### src/hdl/tti_pkg.sv
// shared types, constants and helpers for the thermistor table interpolator
package tti_pkg;

  // payload field widths
  localparam int TEMP_W     = 24;
  localparam int IDX_IN_W   = 8;
  localparam int RES_IN_W   = 24;
  localparam int CFG_DATA_W = 9;
  localparam int CFG_IDX_W  = 2;

  // quotient bits kept by the divider; larger offsets saturate the result anyway
  localparam int QUO_W  = 26;
  // whole-degree grid temperature, its Q.8 form and the final sum
  localparam int GRID_W = 18;
  localparam int FIX_W  = GRID_W + 8;
  localparam int SUM_W  = FIX_W + 2;

  // configuration register indexes
  localparam logic [CFG_IDX_W-1:0] CFG_ENTRIES = 2'd0;
  localparam logic [CFG_IDX_W-1:0] CFG_START   = 2'd1;
  localparam logic [CFG_IDX_W-1:0] CFG_STEP    = 2'd2;

  // request kinds
  localparam logic REQ_CONVERT = 1'b0;
  localparam logic REQ_WRITE   = 1'b1;

  // temperature limits and out-of-range code (-1.0 in Q15.8)
  localparam logic signed [TEMP_W-1:0] TEMP_OOR = -24'sd256;
  localparam logic signed [TEMP_W-1:0] TEMP_MAX = 24'sh7FFFFF;
  localparam logic signed [TEMP_W-1:0] TEMP_MIN = 24'sh800000;

  // conversion sequencer states
  typedef enum logic [11:0] {
    ST_IDLE  = 12'h001,
    ST_RD_LO = 12'h002,
    ST_RD_HI = 12'h004,
    ST_CHK   = 12'h008,
    ST_SRCH  = 12'h010,
    ST_CMP   = 12'h020,
    ST_RD_Y1 = 12'h040,
    ST_MUL   = 12'h080,
    ST_NUM   = 12'h100,
    ST_DIV   = 12'h200,
    ST_GRID  = 12'h400,
    ST_OUT   = 12'h800
  } state_t;

  // clamp a wide signed temperature into the output range
  function automatic logic [TEMP_W-1:0] sat_temp(input logic signed [SUM_W-1:0] v);
    logic [TEMP_W-1:0] res;
    if (v > SUM_W'(TEMP_MAX)) begin
      res = TEMP_MAX;
    end else if (v < SUM_W'(TEMP_MIN)) begin
      res = TEMP_MIN;
    end else begin
      res = v[TEMP_W-1:0];
    end
    return res;
  endfunction

endpackage

### src/hdl/tti_divider.sv
// restoring divider, one quotient bit per cycle, saturating quotient
module tti_divider
  import tti_pkg::*;
#(
  parameter int DVD_W = 42,
  parameter int DVS_W = 25
) (
  input  logic             clk,
  input  logic             rst_n,
  input  logic             start,
  input  logic [DVD_W-1:0] dividend,
  input  logic [DVS_W-1:0] divisor,
  output logic             busy,
  output logic             done,
  output logic [QUO_W-1:0] quotient
);

  localparam int CNT_W = $clog2(QUO_W + 1);

  logic             busy_r, busy_nxt;
  logic             load_r, load_nxt;
  logic             done_r, done_nxt;
  logic [CNT_W-1:0] cnt_r, cnt_nxt;
  logic [DVD_W-1:0] dvd_r, dvd_nxt;
  logic [DVS_W-1:0] dvs_r, dvs_nxt;
  logic [DVS_W-1:0] rem_r, rem_nxt;
  logic [QUO_W-1:0] quo_r, quo_nxt;

  logic             ovf;
  logic [DVS_W:0]   trial;
  logic [DVS_W:0]   trial_sub;
  logic             ge;

  // quotient would not fit: upper dividend part already reaches the divisor
  assign ovf = DVD_W'(dvd_r[DVD_W-1:QUO_W]) >= DVD_W'(dvs_r);

  // one restoring step
  assign trial     = {rem_r, quo_r[QUO_W-1]};
  assign ge        = trial >= {1'b0, dvs_r};
  assign trial_sub = trial - {1'b0, dvs_r};

  always_comb begin
    busy_nxt = busy_r;
    load_nxt = 1'b0;
    done_nxt = 1'b0;
    cnt_nxt  = cnt_r;
    dvd_nxt  = dvd_r;
    dvs_nxt  = dvs_r;
    rem_nxt  = rem_r;
    quo_nxt  = quo_r;
    if (start && !busy_r) begin
      busy_nxt = 1'b1;
      load_nxt = 1'b1;
      dvd_nxt  = dividend;
      dvs_nxt  = divisor;
    end else if (load_r) begin
      if (ovf) begin
        quo_nxt  = '1;
        busy_nxt = 1'b0;
        done_nxt = 1'b1;
      end else begin
        rem_nxt = DVS_W'(dvd_r[DVD_W-1:QUO_W]);
        quo_nxt = dvd_r[QUO_W-1:0];
        cnt_nxt = CNT_W'(QUO_W);
      end
    end else if (busy_r) begin
      rem_nxt = ge ? trial_sub[DVS_W-1:0] : trial[DVS_W-1:0];
      quo_nxt = {quo_r[QUO_W-2:0], ge};
      cnt_nxt = cnt_r - CNT_W'(1);
      if (cnt_r == CNT_W'(1)) begin
        busy_nxt = 1'b0;
        done_nxt = 1'b1;
      end
    end
  end

  // control state
  always_ff @(posedge clk) begin
    if (!rst_n) begin
      busy_r <= 1'b0;
      load_r <= 1'b0;
      done_r <= 1'b0;
      cnt_r  <= '0;
    end else begin
      busy_r <= busy_nxt;
      load_r <= load_nxt;
      done_r <= done_nxt;
      cnt_r  <= cnt_nxt;
    end
  end

  // datapath
  always_ff @(posedge clk) begin
    dvd_r <= dvd_nxt;
    dvs_r <= dvs_nxt;
    rem_r <= rem_nxt;
    quo_r <= quo_nxt;
  end

  assign busy     = busy_r;
  assign done     = done_r;
  assign quotient = quo_r;

endmodule

### config.mk
export PLATFORM = sky130hd
export DESIGN_NAME = tti_divider
export DESIGN_NICKNAME = d
export VERILOG_FILES = /design/src/hdl/tti_pkg.sv /design/src/hdl/tti_divider.sv
export SDC_FILE = /design/constraint.sdc
export NUM_CORES = 1
export LEC_CHECK = 0
export ABC_AREA = 1
export BUFFER_PORTS_ARGS = -buffer_cell sky130_fd_sc_hd__buf_2
export CAP_MARGIN = 10
export CELL_PAD_IN_SITES_DETAIL_PLACEMENT = 2
export CELL_PAD_IN_SITES_GLOBAL_PLACEMENT = 2
export CORE_MARGIN = 2
export CORE_UTILIZATION = 38
export CTS_CLUSTER_SIZE = 10
export DETAILED_ROUTE_END_ITERATION = 6
export HOLD_SLACK_MARGIN = 0.05
export PLACE_DENSITY_LB_ADDON = 0.3
export SYNTH_ARGS = -nofsm -noshare
export SYNTH_HDL_FRONTEND = slang
export SYNTH_SLANG_ARGS = --single-unit
export TNS_END_PERCENT = 30
### constraint.sdc
create_clock -name clk -period 12.2 [get_ports clk]
set_input_delay 0.61 -clock clk [delete_from_list [all_inputs] [get_ports clk]]
set_output_delay 0.61 -clock clk [all_outputs]
set_load 0.1 [all_outputs]
# Word level (Yosys, flattened, before mapping)

Cells that the tools add are included.
W data, S select, Z words.

Bits in registers: 126
Word-level logic and storage cells: 43

$add $sub $neg: 2
Magnitude comparators: 2
Equal/unequal tests: 3
Muxes and demuxes: 20
Bitwise operators: 2
Reductions and logical operators: 6

Operators by type and width:

| cell                  | count |
|---|---|
| $mux W25              | 4 |
| $mux W26              | 3 |
| $ge A26 B25 Y1        | 1 |
| $ge A16 B25 Y1        | 1 |
| $sub A25 B25 Y25      | 1 |
| $mux W5               | 3 |
| $mux W1               | 10 |
| $eq A5 B1 Y1 const B  | 1 |
| $sub A5 B1 Y5 const B | 1 |
| $ne A3 B1 Y1 const B  | 1 |
| $reduce_and A3 Y1     | 1 |
| $ne A2 B2 Y1 const B  | 1 |
| $not A1 Y1            | 2 |
| $reduce_and A2 Y1     | 1 |
| $reduce_bool A2 Y1    | 1 |
| $reduce_or A2 Y1      | 1 |
| $logic_and A1 B1 Y1   | 1 |
| $logic_not A1 Y1      | 1 |

# Longest topological paths before layout

Word-level depth: 5
Mapped depth: 15
Gate-level depth less buffers: 15

# Least setup slack after synthesis

OpenSTA, ideal clock, no wires.

Kind: input-to-reg
From: input start
To: register rem_r[0] (enable)
Arrival time: 3.573 ns
Required time: 11.819 ns
Path slack: 8.247 ns
Stages: 3
Cell sequence: o21ai_0 -> nand2_1 -> inv_1

Cells in the longest elaborated chain, start to end: 3

RTL lines:

| what                               | line              | source |
|---|---|---|
| from (decl)                        | tti_divider.sv:10 | `input logic start,` |
| $logic_and A1 B1 Y1                | tti_divider.sv:51 | `if (start && !busy_r) begin` |
| $not A1 Y1 (no source line)        | n/a               |  |
| $reduce_and A3 Y1 (no source line) | n/a               |  |
| to (signal assigned)               | tti_divider.sv:96 | `rem_r <= rem_nxt;` |
| to (decl)                          | tti_divider.sv:26 | `logic [DVS_W-1:0] rem_r, rem_nxt;` |

No other way between the ends.
A chain may end at the register's enable or synchronous reset.

# Final worst setup path

From: register dvd_r[41]
To: register rem_r[21] (enable)

Cells in the longest elaborated chain, start to end: 3

RTL lines:

| what                               | line              | source |
|---|---|---|
| from (decl)                        | tti_divider.sv:24 | `logic [DVD_W-1:0] dvd_r, dvd_nxt;` |
| from (signal assigned)             | tti_divider.sv:94 | `dvd_r <= dvd_nxt;` |
| $ge A16 B25 Y1                     | tti_divider.sv:35 | `assign ovf = DVD_W'(dvd_r[DVD_W-1:QUO_W]) >= DVD_W'(dvs_r);` |
| $ne A2 B2 Y1 (no source line)      | n/a               |  |
| $reduce_and A3 Y1 (no source line) | n/a               |  |

No other way between the ends.

==> run summary <==
largest vdd supply drop = 111 µV
commonest non-fill, non-tap cell in the layout = nand2_1
pwr/cell area = 210 mW/mm²
num ports = 98
P_int = 1.04 mW
input/output buffers = 97
H-Tree Depth = 4
clock share of power = 29.0%
Max Buffers Root-to-Sink = 2
setup violators final = 0
Clock transition at path regs = 70 ps
combinational share of power = 37.6%
Die Wd = 141 µm
critical setup path kind = reg2reg
maximum clock frequency = 0.322 GHz
clk sinks = 126
cts repair resizes = 0
initial antenna violation count = 0
first-pass GRT wire length = 38200 µm
Die Y = 141 µm
die footprint = 0.0200 mm²
post-synthesis sequential area ratio = 51.6%
clk_skew = 11.0 ps
Netlist Area Pre-Place = 0.00718 mm²
DRC = 0
Hold WC Path Type = in2reg
Finished Cell Area = 0.00850 mm²
fraction of layout instances using a drive strength above 1 = 18.6%
Starting Density = 38.5%
leak pwr = 4.01 nW
MaxCap Viol Count = 0
DP Area = 0.00792 mm²
Hold Fails Final Rpt = 0
gr usage total = 25.4%
YS warnings = 0
CTS Buf Count = 17
Cell variety after synth = 36
TritonCTS clock tree = yes
register area = 0.00370 mm²
Slew @ Worst Pin = 933 ps
RSZ-0062 raised after global routing = no
setup tns final = 0 ps
Starting DRT DRC Count = 272
slew margin rel. = 37.8%
vias in the first global route = 7020
Reg power frac = 33.4%
ANT nets after route = 0
status = completed
grt ovf = 0
Seq cells post-synth = 126
most frequent cells in the layout = nand2_1 (199), inv_1 (133), edfxtp_1 (118)
Post-Synthesis Net Count = 922
Pins Over Slew Limit = 0
CP required = 12390 ps
Antenna Diode Count = 0
post-synthesis area per instance = 8.89 µm²
final period utilization = 25.4%
Sw Ratio = 41.6%
CP startpoint kind = register
area of the multi-input gates = 0.00287 mm²
iteration count of the initial detailed-routing pass = 4
shortest period the worst path allows = 3100 ps
fillcell total = 2070
drt via density = 5.21
placeable core area = 0.0186 mm²
top fanout value on the critical path = 14
# hold bufs at CTS = 0
largest net degree at the start of global routing = 68
Critical Path AT = 3290 ps
total net switching power = 0.740 mW
vias post-DR = 6046
Syn Inst Count = 808
standard-cell rows = 50
worst skew pair latency = 440 ps
Post-CTS Setup Inserts = 0
Layout area overhead = 18.3%
fin nets = 1028
GPL Wtd Cong = 0.869
crit end category = register
wirelength, routed = 24100 µm
wire per inst = 20.8 µm
CTS Root Cell = clkbuf_16
post-DP HPWL = 17600 µm
cell families after synthesis:
family / synth area share [%]
AOI/OAI and AO/OA: 6.86
and+or+nand+nor: 24.1
buffers and inverters: 8.53
DFF: 51.6
adders and majority gates: 7.77
xor gates and xnor gates: 1.22
cell usage after synthesis (all sizes together):
cell | count | share of area [%]
nor2 | 87 | 5.2
nor3 | 6 | 0.42
inv | 135 | 7.1
edfxtp | 118 | 49
nand2 | 212 | 12
o21ai | 22 | 1.6
buf | 11 | 1.2
a21oi | 64 | 4.6
fa | 1 | 0.28
or2 | 1 | 0.087
a21o | 1 | 0.10
ha | 43 | 7.5
and2 | 3 | 0.26
nand3 | 52 | 4.0
o21bai | 3 | 0.47
nand4 | 10 | 0.87
clkbuf | 5 | 0.26
xor2 | 4 | 0.49
a31oi | 1 | 0.087
xnor2 | 6 | 0.73
nand3b | 15 | 1.6
dfxtp | 8 | 2.2
power groups by stage:
stage          combinational (mW)  clock [mW]  sequential, mW
6_report                    0.670       0.516           0.595
5_1_grt                     0.746       0.539           0.601
4_1_cts                     0.677       0.522           0.596
3_5_place_dp                0.663           0           0.603
3_3_place_gp                0.625           0           0.597
2_1_floorplan               0.406           0           0.679
critical path, cell delays in order (launching register included):
cell and delay, ps:
edfxtp_1 420, ha_1 350, nand2_1 60, nor2_1 460, nand2_1 200, nor2_1 190, nand2_1 70, nand3_1 140
nand2_1 130, nand2_1 190, inv_1 340, buf_16 300
metal layers:
layer | wire [µm] | share of wire [%] | global-route usage, %
met4 | 620 | 2.6 | 9.68
met2 | 12700 | 53 | 46.3
met5 | 0 | 0 | 0
met1 | 9570 | 40 | 28.8
met3 | 1230 | 5.1 | 5.80
final cells by class:
| cell class | count | area share, % |
|---|---|---|
| well taps | 234 | 3.45 |
| flip-flops and latches | 126 | 43.6 |
| clock inverters | 15 | 1.75 |
| inverters | 135 | 5.96 |
| multi-input cells | 531 | 33.8 |
| repair buffers | 103 | 6.48 |
| clock buffers | 17 | 5.01 |
sequential cells by signal, indices dropped and copies added, names as in the netlist:
name,count
dvd_r,42
quotient,26
dvs_r,25
rem_r,25
cnt_r,5
busy,1
done,1
load_r,1
metrics by stage:
| step | instances | utilization (%) | worst slack (ps) | power (mW) | hold WS (ps) |
|---|---|---|---|---|---|
| after global routing | 1161 | 45.6 | 8780 | 1.89 | 332 |
| after detailed placement | 1129 | 42.5 | 9130 | 1.27 | 504 |
| after floorplan | 808 | - | 8250 | 1.09 | 455 |
| after global placement | 1128 | 42.4 | 9100 | 1.22 | 471 |
| after CTS | 1161 | 45.6 | 9080 | 1.79 | 334 |
| final | 1161 | 45.6 | 9100 | 1.78 | 342 |
worst paths after layout:
path	start	to	slack, ps	cells after the start
worst max-delay path	dvd_r[41]	rem_r[21]	9100	11
worst min-delay path	dividend[9]	dvd_r[9]	340	1
worst max register to register	dvd_r[41]	rem_r[21]	9100	11
worst min register to register	cnt_r[3]	cnt_r[3]	540	2
Power figures use the tool's default switching activity.
